<file path="src/las_pkg.sv">
package las_pkg;

    // Animation phases, as reported on the phase output.
    typedef enum logic [2:0] {
        PH_LEFT  = 3'd0,
        PH_RIGHT = 3'd1,
        PH_IN    = 3'd2,
        PH_OUT   = 3'd3,
        PH_BLINK = 3'd4
    } las_mode_t;

    // Configuration register indexes.
    localparam logic [1:0] REG_STEP_TICKS   = 2'd0;
    localparam logic [1:0] REG_BLINK_TICKS  = 2'd1;
    localparam logic [1:0] REG_SWEEP_ROUNDS = 2'd2;
    localparam logic [1:0] REG_BLINK_LIMIT  = 2'd3;

    // Reset values of the configuration registers.
    localparam logic [7:0] STEP_TICKS_RST   = 8'd2;
    localparam logic [7:0] BLINK_TICKS_RST  = 8'd5;
    localparam logic [7:0] SWEEP_ROUNDS_RST = 8'd4;
    localparam logic [7:0] BLINK_LIMIT_RST  = 8'd8;

    // Walking bit end points and pair index start points.
    localparam logic [7:0] WALK_LOW   = 8'h01;
    localparam logic [7:0] WALK_HIGH  = 8'h80;
    localparam logic [3:0] IN_UPPER   = 4'd4;
    localparam logic [3:0] IN_LOWER   = 4'd3;
    localparam logic [3:0] OUT_UPPER  = 4'd7;
    localparam logic [3:0] OUT_LOWER  = 4'd0;
    localparam logic [3:0] PAIR_SUM   = 4'd7;

    // Configuration register contents.
    typedef struct packed {
        logic [7:0] step_ticks;
        logic [7:0] blink_ticks;
        logic [7:0] sweep_rounds;
        logic [7:0] blink_limit;
    } las_cfg_t;

    // Animation state.
    typedef struct packed {
        las_mode_t  mode;
        logic [7:0] tick_count;
        logic [7:0] walking;
        logic [7:0] round_count;
        logic [3:0] upper;
        logic [3:0] lower;
        logic [7:0] pattern;
    } las_state_t;

    // One-hot mask of an LED index; an index beyond 7 selects no LED.
    function automatic logic [7:0] pin_mask(input logic [3:0] idx);
        logic [7:0] m;
        m = 8'h00;
        if (!idx[3]) begin
            m[idx[2:0]] = 1'b1;
        end
        return m;
    endfunction

endpackage

</file>
<file path="src/las_cfg.sv">
module las_cfg (
    input  logic                clk,
    input  logic                rst_n,
    input  logic                cfg_write,
    input  logic [1:0]          cfg_index,
    input  logic [7:0]          cfg_data,
    output las_pkg::las_cfg_t   cfg
);
    import las_pkg::*;

    las_cfg_t cfg_reg;

    // Register file written by index.
    always_ff @(posedge clk or negedge rst_n)
    begin
        if (!rst_n)
        begin
            cfg_reg.step_ticks   <= STEP_TICKS_RST;
            cfg_reg.blink_ticks  <= BLINK_TICKS_RST;
            cfg_reg.sweep_rounds <= SWEEP_ROUNDS_RST;
            cfg_reg.blink_limit  <= BLINK_LIMIT_RST;
        end
        else if (cfg_write)
        begin
            unique case (cfg_index)
                REG_STEP_TICKS:   cfg_reg.step_ticks   <= cfg_data;
                REG_BLINK_TICKS:  cfg_reg.blink_ticks  <= cfg_data;
                REG_SWEEP_ROUNDS: cfg_reg.sweep_rounds <= cfg_data;
                REG_BLINK_LIMIT:  cfg_reg.blink_limit  <= cfg_data;
                default:          cfg_reg <= cfg_reg;
            endcase
        end
    end

    assign cfg = cfg_reg;

endmodule

</file>
<file path="src/las_step.sv">
module las_step (
    input  las_pkg::las_state_t state,
    input  las_pkg::las_cfg_t   cfg,
    input  logic                tick,
    output las_pkg::las_state_t state_next,
    output logic                written
);
    import las_pkg::*;

    logic [8:0] cnt;
    logic [7:0] limit;
    logic       act;
    logic [7:0] walk_up;
    logic [7:0] walk_down;
    logic [7:0] round_inc;
    logic       round_end;
    logic [3:0] up_inc;
    logic [3:0] up_dec;
    logic [8:0] toggles;
    logic [7:0] pair;

    // Interval counter and shared helper values.
    always_comb
    begin
        cnt       = {1'b0, state.tick_count} + 9'd1;
        limit     = (state.mode == PH_BLINK) ? cfg.blink_ticks : cfg.step_ticks;
        act       = (cnt >= {1'b0, limit});
        walk_up   = state.walking << 1;
        walk_down = state.walking >> 1;
        round_inc = state.round_count + 8'd1;
        round_end = (round_inc >= cfg.sweep_rounds);
        up_inc    = state.upper + 4'd1;
        up_dec    = state.upper - 4'd1;
        toggles   = {1'b0, state.round_count} + 9'd1;
        pair      = pin_mask(state.upper) | pin_mask(state.lower);
    end

    // One animation step per tick that reaches its interval.
    always_comb
    begin
        state_next = state;
        written    = 1'b0;
        if (tick)
        begin
            state_next.tick_count = act ? 8'd0 : cnt[7:0];
            if (act)
            begin
                written = 1'b1;
                case (state.mode)
                    PH_LEFT:
                    begin
                        state_next.pattern = state.walking;
                        state_next.walking = walk_up;
                        if (walk_up == 8'h00)
                        begin
                            state_next.mode    = PH_RIGHT;
                            state_next.walking = WALK_HIGH;
                        end
                    end
                    PH_RIGHT:
                    begin
                        state_next.pattern = state.walking;
                        state_next.walking = walk_down;
                        if (walk_down == 8'h00)
                        begin
                            state_next.walking = WALK_LOW;
                            if (round_end)
                            begin
                                state_next.mode        = PH_IN;
                                state_next.round_count = 8'd0;
                            end
                            else
                            begin
                                state_next.mode        = PH_LEFT;
                                state_next.round_count = round_inc;
                            end
                        end
                    end
                    PH_IN:
                    begin
                        state_next.pattern = state.pattern | pair;
                        state_next.upper   = up_inc;
                        state_next.lower   = state.lower - 4'd1;
                        if (up_inc > 4'd7)
                        begin
                            state_next.mode  = PH_OUT;
                            state_next.upper = OUT_UPPER;
                            state_next.lower = OUT_LOWER;
                        end
                    end
                    PH_OUT:
                    begin
                        state_next.pattern = state.pattern & ~pair;
                        state_next.upper   = up_dec;
                        state_next.lower   = state.lower + 4'd1;
                        if (up_dec < 4'd4)
                        begin
                            state_next.upper = IN_UPPER;
                            state_next.lower = IN_LOWER;
                            if (round_end)
                            begin
                                state_next.mode        = PH_BLINK;
                                state_next.round_count = 8'd0;
                            end
                            else
                            begin
                                state_next.mode        = PH_IN;
                                state_next.round_count = round_inc;
                            end
                        end
                    end
                    PH_BLINK:
                    begin
                        if (toggles > {1'b0, cfg.blink_limit})
                        begin
                            state_next.mode        = PH_LEFT;
                            state_next.round_count = 8'd0;
                            state_next.pattern     = 8'h00;
                        end
                        else
                        begin
                            state_next.pattern     = ~state.pattern;
                            state_next.round_count = toggles[7:0];
                        end
                    end
                    default:
                    begin
                        written = 1'b0;
                    end
                endcase
            end
        end
    end

endmodule

</file>
<file path="src/led_animation_sequencer.sv">
// Channel   Direction  Handshake           Payload
// input     in         in_valid/in_stall   tick
// output    out        out_valid/out_stall led_pattern, phase, pattern_written
// config    in         cfg_write           cfg_index, cfg_data
//
// Each item waits in the input register, then one step of the animation
// logic loads the result register; one item is taken per clock unless
// in_stall is high. The animation state advances as the item moves
// into the result register. Reset puts the animation in the shift left phase
// with all LEDs off. A stalled output holds its result, and the input stalls
// only while both the input register and the result register are full.
module led_animation_sequencer (
    input  logic       clk,
    input  logic       rst_n,
    input  logic       in_valid,
    output logic       in_stall,
    input  logic       tick,
    output logic       out_valid,
    input  logic       out_stall,
    output logic [7:0] led_pattern,
    output logic [2:0] phase,
    output logic       pattern_written,
    input  logic       cfg_write,
    input  logic [1:0] cfg_index,
    input  logic [7:0] cfg_data
);
    import las_pkg::*;

    las_cfg_t   cfg;
    las_state_t state_reg;
    las_state_t state_next;
    logic       written_next;
    logic       in_valid_reg;
    logic       tick_reg;
    logic       out_valid_reg;
    logic [7:0] led_pattern_reg;
    logic [2:0] phase_reg;
    logic       written_reg;
    logic       advance;

    las_cfg u_cfg (
        .clk       (clk),
        .rst_n     (rst_n),
        .cfg_write (cfg_write),
        .cfg_index (cfg_index),
        .cfg_data  (cfg_data),
        .cfg       (cfg)
    );

    las_step u_step (
        .state      (state_reg),
        .cfg        (cfg),
        .tick       (tick_reg),
        .state_next (state_next),
        .written    (written_next)
    );

    // The held item moves on whenever the result register is free.
    assign advance  = in_valid_reg && (!out_valid_reg || !out_stall);
    assign in_stall = in_valid_reg && out_valid_reg && out_stall;

    // Input register.
    always_ff @(posedge clk or negedge rst_n)
    begin
        if (!rst_n)
        begin
            in_valid_reg <= 1'b0;
        end
        else if (!in_stall)
        begin
            in_valid_reg <= in_valid;
        end
    end

    always_ff @(posedge clk)
    begin
        if (!in_stall && in_valid)
        begin
            tick_reg <= tick;
        end
    end

    // Animation state.
    always_ff @(posedge clk or negedge rst_n)
    begin
        if (!rst_n)
        begin
            state_reg.mode        <= PH_LEFT;
            state_reg.tick_count  <= 8'd0;
            state_reg.walking     <= WALK_LOW;
            state_reg.round_count <= 8'd0;
            state_reg.upper       <= IN_UPPER;
            state_reg.lower       <= IN_LOWER;
            state_reg.pattern     <= 8'h00;
        end
        else if (advance)
        begin
            state_reg <= state_next;
        end
    end

    // Result register.
    always_ff @(posedge clk or negedge rst_n)
    begin
        if (!rst_n)
        begin
            out_valid_reg <= 1'b0;
        end
        else if (advance)
        begin
            out_valid_reg <= 1'b1;
        end
        else if (!out_stall)
        begin
            out_valid_reg <= 1'b0;
        end
    end

    always_ff @(posedge clk)
    begin
        if (advance)
        begin
            led_pattern_reg <= state_next.pattern;
            phase_reg       <= state_next.mode;
            written_reg     <= written_next;
        end
    end

    assign out_valid       = out_valid_reg;
    assign led_pattern     = led_pattern_reg;
    assign phase           = phase_reg;
    assign pattern_written = written_reg;

    // The walking bit always holds exactly one lit position.
    assert property (@(posedge clk) disable iff (!rst_n)
        $onehot(state_reg.walking))
        else $error("walking bit lost its single set bit");

    // Fill and clear indexes always form a mirrored pair.
    assert property (@(posedge clk) disable iff (!rst_n)
        (state_reg.upper + state_reg.lower) == PAIR_SUM)
        else $error("pair indexes out of step");

    // The animation state moves only when an item reaches the result register.
    assert property (@(posedge clk) disable iff (!rst_n)
        !advance |=> $stable(state_reg))
        else $error("state changed without an item");

    // An item that advances always produces a valid result.
    assert property (@(posedge clk) disable iff (!rst_n)
        advance |=> out_valid)
        else $error("advanced item produced no result");

endmodule

</file>
<file path="config.mk">
export PLATFORM = sky130hd
export DESIGN_NAME = led_animation_sequencer
export DESIGN_NICKNAME = d
export VERILOG_FILES = /design/src/las_pkg.sv /design/src/las_cfg.sv /design/src/las_step.sv /design/src/led_animation_sequencer.sv
export SDC_FILE = /design/constraint.sdc
export NUM_CORES = 1
export LEC_CHECK = 0
export BUFFER_PORTS_ARGS = -buffer_cell sky130_fd_sc_hd__buf_2
export CAP_MARGIN = 25
export CORE_MARGIN = 4
export CORE_UTILIZATION = 40
export CTS_BUF_LIST = sky130_fd_sc_hd__clkbuf_8 sky130_fd_sc_hd__clkbuf_16
export DETAILED_ROUTE_END_ITERATION = 12
export SYNTH_ARGS = -nofsm -noshare
export SYNTH_HDL_FRONTEND = slang
export SYNTH_SLANG_ARGS = --single-unit
</file>
<file path="constraint.sdc">
create_clock -name clk -period 4.52 [get_ports clk]
set_input_delay 0.226 -clock clk [delete_from_list [all_inputs] [get_ports clk]]
set_output_delay 0.226 -clock clk [all_outputs]
set_load 0.05 [all_outputs]
</file>
==> results of run 1 <==
-- layout make-up --
class	instances	share of cell area, %
tap	176	3.62
inverter	34	2.10
multi-input combinational	396	46.6
timing repair buffer	39	4.04
clock inverter	6	1.17
clock buffer	10	4.12
sequential	90	38.3
-- repair_timing --
action                                 in CTS  in global routing
hold buffers                                0                  1
endpoints found under the hold margin       0                  5
gates resized for setup                     0                  0
-- worst max-delay path, delay by kind of cell (launching register included) --
family	cells	cell delay, ns
muxes	1	0.08
adders and majority gates	1	0.27
buffers and inverters	2	0.55
and+or+nand+nor	4	1.26
AOI/OAI and AO/OA	3	1.06
DFF	1	0.39
-- cell usage after synthesis (3+ instances only) --
cell type	instances	share of area (%)
dfrtp_1	68	32
o21ai_0	61	5.7
nand2_1	47	3.3
mux2_2	39	8.2
nor2_1	37	2.6
inv_1	34	2.4
ha_1	32	7.4
a21oi_1	19	1.8
clkbuf_1	17	1.2
nand3_1	16	1.5
mux2i_1	14	2.6
nor2b_1	14	1.6
edfxtp_1	13	7.3
dfstp_2	9	4.4
a2bb2oi_1	8	1.3
and3_1	7	0.81
a31o_2	6	0.98
and2_1	6	0.70
o211ai_1	6	0.84
xnor2_1	6	0.98
a22o_1	5	0.81
buf_2	5	0.47
nand2b_1	5	0.58
xor2_1	5	0.81
a21o_1	4	0.56
or3_1	4	0.47
nand3b_1	3	0.42
nor3b_1	3	0.42
o31ai_1	3	0.42
-- worst min path at each step --
stage           from            to
6_report        tick      tick_reg
5_1_grt         tick      tick_reg
4_1_cts         tick      tick_reg
3_5_place_dp    tick      tick_reg
3_3_place_gp    tick      tick_reg
2_1_floorplan  rst_n  in_valid_reg
-- layer usage --
layer | share of wire [%] | up-vias | wire length (um) | GRT usage (%)
met5 | 0 | - | 0 | 0
met4 | 1.6 | 0 | 188 | 5.75
met3 | 4.5 | 18 | 537 | 2.95
met2 | 46 | 105 | 5560 | 25.4
met1 | 48 | 2013 | 5730 | 23.4
li1 | - | 2028 | - | -
-- cells in the final DEF (no fill, tap or decap), types with 8 or more instances in the layout --
cell type | synthesis | routed
a21oi_1 | 19 | 19
edfxtp_1 | 13 | 13
dfstp_2 | 9 | 9
mux2i_1 | 14 | 14
ha_1 | 32 | 32
a2bb2oi_1 | 8 | 8
nor2b_1 | 14 | 14
o21ai_0 | 61 | 61
clkbuf_16 | 0 | 10
buf_2 | 5 | 28
nor2_1 | 37 | 37
buf_4 | 0 | 9
dfrtp_1 | 68 | 68
mux2_2 | 39 | 39
nand2_1 | 47 | 47
inv_1 | 34 | 35
nand3_1 | 16 | 16
-- where the power goes --
part           switching [mW]  total, mW  internal (mW)  leakage (nW)
Combinational           0.547      0.919          0.372          1.43
Clock                   0.327      0.796          0.469         0.162
Sequential              0.126       1.13           1.00          1.03
-- logic make-up (layout without fill, tap and decap cells) --
| kind of cell | Yosys count | after routing | share of synthesized area (%) |
|---|---|---|---|
| DFF | 90 | 90 | 43.3 |
| xor gates and xnor gates | 11 | 11 | 1.79 |
| adders and majority gates | 32 | 32 | 7.45 |
| AOI/OAI and AO/OA | 143 | 143 | 17.7 |
| muxes | 54 | 54 | 11.2 |
| and+or+nand+nor | 156 | 156 | 14.5 |
| buffers and inverters | 57 | 89 | 4.09 |
-- per-stage QoR --
step                util [%]  hold WS (ns)  worst slack, ns
floorplan                  -       -0.0696             1.34
global placement        43.4         0.405            0.850
finish                  46.1        0.0681            0.784
global route            46.1        0.0561            0.537
detailed placement      43.4         0.415            0.831
CTS                     45.8        0.0524            0.815
==> impl_metrics.json, run 1 <==
{
  "status": "completed",
  "arrival_ns": 3.96,
  "area_growth_pct": 13.0,
  "yosysUniqueCellTypes": 64,
  "gp_congestion": 0.881,
  "final_cells": 751,
  "critPathKind": "reg2reg",
  "synth_edf_count": 13,
  "placed_area_sq_um": 5720,
  "row_count": 42,
  "synth_nets": 591,
  "vias_per_cell": 5.54,
  "fillers": 1206,
  "die_x_um": 124,
  "drt_iter0_drc": 259,
  "dp_cells": 733,
  "route.final.wire_length_um": 12000,
  "cp-startpoint": "state_reg[41]",
  "initial_core_util_pct": 40.8,
  "ant_nets": 0,
  "rsz0062_at_grt": "no",
  "grt_first_pass_wirelength_um": 19900,
  "cts_tree": "built",
  "p_total_mw": 2.84,
  "drv_cap": 0,
  "die_area_sq_um": 15400,
  "design_area_sq_um": 6080,
  "hold_depth": 1,
  "crit_end": "state_reg[41]",
  "tightest_slew_ns": 0.858,
  "wl_per_cell_um": 16.0,
  "numCtsBuffers": 9,
  "grt_max_degree": 78,
  "max_stage_delay_ns": 0.61,
  "crit_path_cell_trace": "nor3b_2 -> buf_4 -> mux2i_1 -> ha_1 -> and3_1 -> o2111ai_1 -> o211ai_2 -> nand3_1 -> inv_1 -> nand2_1 -> a211o_1",
  "end_kind": "flip-flop",
  "syn_avg_cell_area_sq_um": 9.90,
  "cts_buffer_depth": 2,
  "fin_worst_skew_ns": 0.00745,
  "cts-root-buf": "clkbuf_16",
  "r2r_setup_slack_ns": 0.78,
  "synth_warnings": 0,
  "ys_async_sr_fraction_pct": 85.6,
  "port_buffers": 29,
  "dp_hpwl_um": 8740,
  "synth.cell_area_sq_um": 5380,
  "yosysSeqAreaShare_pct": 43.3,
  "period_needed_ns": 3.74,
  "drv_slew": 0,
  "powerDensity_nw_per_um2": 468,
  "vdd_drop_max_uv": 200,
  "largest_reg_flops": 43,
  "gr-total-overflow": 0,
  "diodes": 0,
  "crit_slowest_cell": "nor3b_2",
  "synth_seq_cells": 90,
  "min_path_type": "in2reg",
  "seq_area_sq_um": 2330,
  "start_kind": "flip-flop",
  "finalHoldViolCount": 0,
  "die_height_um": 124,
  "leakagePower_nw": 2.62,
  "cts_setup_buffers": 0,
  "core-area_sq_um": 13200,
  "ios": 30,
  "nets": 618,
  "slew_headroom_pct": 42.8,
  "worst-path-max-fanout": 16,
  "clk_pin_slew_ns": 0.06,
  "htree_num_levels": 3,
  "synth_ff_type": "dfrtp_1",
  "clk_latency_ns": 0.34,
  "rr_startpoint": "state_reg[41]",
  "cp_data_required_time_ns": 4.75,
  "cts_sinks": 90,
  "netlist_instances": 543,
  "vias": 4164,
  "firstDrtPassIters": 4,
  "antenna_found_initial": 0,
  "grt_use_total_pct": 16.5,
  "drive_gt1_share_pct": 20.9,
  "drcViolationCount": 0,
  "setup-violations-final": 0,
  "period_share_pct": 82.7,
  "fin_tns_setup_ns": 0,
  "reg2reg_depth": 11,
  "r2r-end": "state_reg[41]",
  "max_freq_ghz": 0.268,
  "multi_input_area_sq_um": 2830,
  "grt_pass1_vias": 3946
}
No activity file was read; power rests on OpenSTA's default activity.
==> run 2, diff against run 1 <==
--- a/config.mk
+++ b/config.mk
@@ -5,6 +5,7 @@
 export SDC_FILE = /design/constraint.sdc
 export NUM_CORES = 1
 export LEC_CHECK = 0
+export ABC_AREA = 1
 export BUFFER_PORTS_ARGS = -buffer_cell sky130_fd_sc_hd__buf_2
 export CAP_MARGIN = 25
 export CORE_MARGIN = 4
==> constraint.sdc (replaced) <==
create_clock -name clk -period 3.4 [get_ports clk]
set_input_delay 0.17 -clock clk [delete_from_list [all_inputs] [get_ports clk]]
set_output_delay 0.17 -clock clk [all_outputs]
set_load 0.05 [all_outputs]
==> impl_metrics.json, run 2 <==
{
  "worst-path-max-fanout": 12,
  "largest_reg_flops": 43,
  "port_buffers": 29,
  "diodes": 0,
  "critPathKind": "reg2reg",
  "nets": 779,
  "finalHoldViolCount": 0,
  "status": "completed",
  "synth.top_cell.area_share_pct": 30.4,
  "vias_per_cell": 4.96,
  "htree_num_levels": 3,
  "synth_nets": 750,
  "numCtsBuffers": 9,
  "leakagePower_nw": 3.14,
  "route.final.wire_length_um": 12300,
  "cts_buffer_depth": 2,
  "ys_async_sr_fraction_pct": 85.6,
  "powerDensity_nw_per_um2": 713,
  "placed_area_sq_um": 5850,
  "synthTopCellsByArea": "dfrtp_1, nand2_1, ha_1",
  "fin_tns_setup_ns": 0,
  "yosysSeqAreaShare_pct": 41.6,
  "yosysMostFrequentCell": "nand2_1",
  "fin_worst_skew_ns": 0.00573,
  "grt_max_degree": 78,
  "period_share_pct": 88.1,
  "synth_edf_count": 13,
  "max_freq_ghz": 0.334,
  "row_count": 42,
  "rsz0062_at_grt": "no",
  "drt_iter0_drc": 288,
  "synth_warnings": 0,
  "cts-root-buf": "clkbuf_16",
  "area_growth_pct": 11.3,
  "ios": 30,
  "final_cell_mix": "nand2_1, inv_1, dfrtp_1, o21ai_0, nor2_1",
  "synth.cell_area_sq_um": 5590,
  "arrival_ns": 3.11,
  "setup-violations-final": 0,
  "dp_hpwl_um": 9100,
  "tightest_slew_ns": 0.533,
  "synth.largest_area_cell": "dfrtp_1",
  "netlist_instances": 702,
  "firstDrtPassIters": 4,
  "fillers": 1370,
  "initial_core_util_pct": 41.6,
  "layout_commonest_cell": "nand2_1",
  "clk_latency_ns": 0.35,
  "cts_tree": "built",
  "wl_per_cell_um": 13.5,
  "drive_gt1_share_pct": 14.7,
  "synth_ff_type": "dfrtp_1",
  "grt_first_pass_wirelength_um": 21000,
  "grt_pass1_vias": 4427,
  "cts_sinks": 90,
  "grt_use_total_pct": 16.3,
  "syn_avg_cell_area_sq_um": 7.97,
  "vdd_drop_max_uv": 347,
  "clk_pin_slew_ns": 0.07,
  "synth_seq_cells": 90,
  "die_area_sq_um": 15900,
  "die_x_um": 126,
  "design_area_sq_um": 6220,
  "antenna_found_initial": 0,
  "vias": 4520,
  "synthTopCellsByCount": "nand2_1, inv_1, dfrtp_1",
  "core-area_sq_um": 13500,
  "drcViolationCount": 0,
  "cp_data_required_time_ns": 3.51,
  "start_kind": "flip-flop",
  "end_kind": "flip-flop",
  "ant_nets": 0,
  "drv_slew": 0,
  "p_total_mw": 4.44,
  "min_path_type": "in2reg",
  "drv_cap": 0,
  "gr-total-overflow": 0,
  "gp_congestion": 0.834,
  "period_needed_ns": 2.99,
  "hold_ws_ns": 0.0335,
  "slew_headroom_pct": 64.4,
  "ctsResizeCount": 0,
  "die_height_um": 126,
  "yosysUniqueCellTypes": 42
}
-- run 2: final timing paths --
kind	end	slack, ns	startpoint	cells past startpoint
setup / recovery	led_pattern[1]	0.41	state_reg[40]	15
hold / removal	in_valid_reg	0.03	in_valid	3
setup reg to reg	led_pattern[1]	0.41	state_reg[40]	15
hold reg to reg	u_cfg.cfg[31]	0.49	u_cfg.cfg[31]	2
max in group asynchronous	u_cfg.cfg[10]	2.50	rst_n	3
min in group asynchronous	state_reg[15]	0.26	rst_n	2
-- run 2: area by class of cell --
cell class | count | area, sq um | area share, %
clock buffer | 11 | 264 | 4.24
sequential | 90 | 2330 | 37.4
clock inverter | 5 | 41.3 | 0.663
inverter | 95 | 357 | 5.73
timing repair buffer | 35 | 230 | 3.70
multi-input combinational | 500 | 2780 | 44.7
tap | 176 | 220 | 3.54
-- run 2: power by group --
group / switching, mW / leakage [nW] / internal (mW)
Clock: 0.456 / 0.153 / 0.570
Combinational: 1.18 / 1.92 / 0.637
Sequential: 0.198 / 1.07 / 1.39
-- run 2: cell families after synthesis --
logic type	count (synthesis)	synth area share (%)
DFF	90	41.6
and+or+nand+nor	334	27.1
muxes	7	1.25
xor gates and xnor gates	15	2.48
buffers and inverters	112	8.57
AOI/OAI and AO/OA	112	11.7
adders and majority gates	32	7.16
-- run 2: layer usage --
layer  wire [um]  part of all wire, %  vias up  global-route usage (%)
li1            -                    -     2328                       -
met1        5530                   45     2089                    20.1
met2        5930                   48       86                    28.2
met3         539                  4.4       17                    3.64
met4         263                  2.1        0                    5.43
met5           0                    0        -                       0
-- run 2: what timing repair did --
action | CTS | global route
endpoints found under the hold margin | 1 | 19
hold buffers | 1 | 1
buffers inserted | 0 | 1
setup endpoints to repair | 0 | 10
-- run 2: through the flow --
step                setup slack [ns]  cells  util (%)
global route                  0.0552    912      46.3
floorplan                      0.712    702         -
CTS                            0.288    909      45.8
finish                         0.405    912      46.3
detailed placement             0.312    892      43.5
global placement               0.413    892      43.5
-- run 2: critical path, stage by stage, from the launching register on --
cell,delay [ns]
dfrtp_1,0.48
nor2_2,0.16
nand2_1,0.34
mux2i_1,0.23
ha_1,0.34
nand2_1,0.08
a21oi_1,0.12
nor2_1,0.05
nor2_1,0.21
nor2_4,0.06
nand3_4,0.12
nand2_4,0.07
nor2_4,0.13
buf_12,0.16
nand2_1,0.07
and2_1,0.13
==> run 3, diff against run 2 <==
--- a/config.mk
+++ b/config.mk
@@ -5,7 +5,6 @@
 export SDC_FILE = /design/constraint.sdc
 export NUM_CORES = 1
 export LEC_CHECK = 0
-export ABC_AREA = 1
 export BUFFER_PORTS_ARGS = -buffer_cell sky130_fd_sc_hd__buf_2
 export CAP_MARGIN = 25
 export CORE_MARGIN = 4
==> impl_metrics.json, run 3 (synthesized netlist as in run 1, its figures left out) <==
{
  "setup-violations-final": 0,
  "cts_tree": "built",
  "rsz0062_at_grt": "no",
  "max_freq_ghz": 0.318,
  "cts_buffer_depth": 2,
  "route.final.wire_length_um": 12300,
  "die_area_sq_um": 15400,
  "status": "completed",
  "firstDrtPassIters": 5,
  "grt_max_degree": 78,
  "drv_cap": 0,
  "area_growth_pct": 14.0,
  "min_path_type": "in2reg",
  "final_cell_mix": "dfrtp_1, o21ai_0, nand2_1, mux2_2, nor2_1",
  "final_cells": 760,
  "largest_reg_flops": 43,
  "design_area_sq_um": 6130,
  "utilization_pct": 46.5,
  "vias_per_cell": 5.55,
  "clk_latency_ns": 0.35,
  "clk_pin_slew_ns": 0.07,
  "drt_iter0_drc": 327,
  "row_count": 42,
  "nets": 627,
  "gp_congestion": 0.827,
  "cts_sinks": 90,
  "swShare_pct": 36.0,
  "leakagePower_nw": 2.64,
  "period_needed_ns": 3.15,
  "drcViolationCount": 0,
  "tightest_slew_ns": 0.559,
  "worst-path-max-fanout": 9,
  "grt_use_total_pct": 17.1,
  "gr-total-overflow": 0,
  "p_sw_mw": 1.34,
  "ios": 30,
  "htree_num_levels": 3,
  "cts_setup_buffers": 0,
  "core-area_sq_um": 13200,
  "dp_cells": 742,
  "slew_headroom_pct": 62.5,
  "fin_worst_skew_ns": 0.00795,
  "grt_first_pass_wirelength_um": 20500,
  "placed_area_sq_um": 5790,
  "wl_per_cell_um": 16.2,
  "fillers": 1210,
  "fin_ws_ns": 0.253,
  "pwr-share-clk_pct": 26.8,
  "p_seq_share_pct": 40.3,
  "end_kind": "flip-flop",
  "comb_power_share_pct": 32.9,
  "antenna_found_initial": 0,
  "ant_nets": 0,
  "grt_pass1_vias": 4109,
  "vdd_drop_max_uv": 289,
  "p_int_mw": 2.38,
  "die_x_um": 124,
  "dp_hpwl_um": 8800,
  "fin_tns_setup_ns": 0,
  "die_height_um": 124,
  "numCtsBuffers": 9,
  "powerDensity_nw_per_um2": 606,
  "arrival_ns": 3.39,
  "diodes": 0,
  "dp_slack_ns": 0.0560,
  "cts-root-buf": "clkbuf_16",
  "layout_commonest_cell": "dfrtp_1",
  "finalHoldViolCount": 0,
  "start_kind": "flip-flop",
  "drive_gt1_share_pct": 22.6,
  "cp_data_required_time_ns": 3.64,
  "critPathKind": "reg2reg",
  "drv_slew": 0,
  "initial_core_util_pct": 40.8,
  "vias": 4220,
  "port_buffers": 29,
  "period_share_pct": 92.6
}
[run 3: worst paths after layout]
path / from / endpoint / slack [ns] / cells after the start
min reg2reg: u_cfg.cfg[11] / u_cfg.cfg[11] / 0.51 / 1
min: tick / tick_reg / 0.009 / 1
max: state_reg[32] / state_reg[40] / 0.25 / 11
min in group asynchronous: rst_n / state_reg[10] / 0.25 / 2
max in group asynchronous: rst_n / state_reg[24] / 2.52 / 3
max reg2reg: state_reg[32] / state_reg[40] / 0.25 / 11
[run 3: repair_timing]
| action | in CTS | in global routing |
|---|---|---|
| setup endpoints to repair | 1 | 29 |
| hold endpoints to repair | 0 | 16 |
| resized for setup | 1 | 4 |
| hold buffers | 0 | 1 |
| pin swaps | 0 | 1 |
[run 3: worst max-delay path, stage by stage (launching register included)]
cell,delay [ns]
dfrtp_1,0.44
ha_1,0.26
nand3_1,0.17
nor2_2,0.20
xor2_1,0.09
ha_1,0.30
and3_1,0.18
o2111ai_1,0.13
o211ai_2,0.25
buf_4,0.20
and4_1,0.43
mux2_2,0.39
[run 3: power groups by stage]
stage	clock network [mW]	logic (mW)	registers [mW]
finish	0.998	1.22	1.50
global route	1.06	1.37	1.53
CTS	1.02	1.22	1.50
detailed placement	0	1.21	1.52
global placement	0	1.17	1.51
floorplan	0	0.836	1.56
[run 3: stage by stage]
stage                     hold WS (ns)  total power, mW
after floorplan                 -0.126             2.40
after global placement           0.346             2.67
after detailed placement         0.364             2.73
after CTS                      0.00158             3.74
after global routing          0.000801             3.96
final                          0.00867             3.72
[run 3: area by class of cell]
type	count	area (sq um)	share of cell area [%]
multi-input cells	396	2850	46.4
flip-flops and latches	90	2330	38.0
repair buffers	48	313	5.10
clock buffers	10	250	4.08
well taps	176	220	3.59
inverters	34	128	2.08
clock inverters	6	46.3	0.755
[run 3: metal layers]
metal	track usage (%)	vias up	part of all wire [%]
met5	0	-	0
met4	6.23	0	1.9
met3	3.54	19	4.5
met2	26.6	95	47
met1	23.6	2053	47
li1	-	2053	-
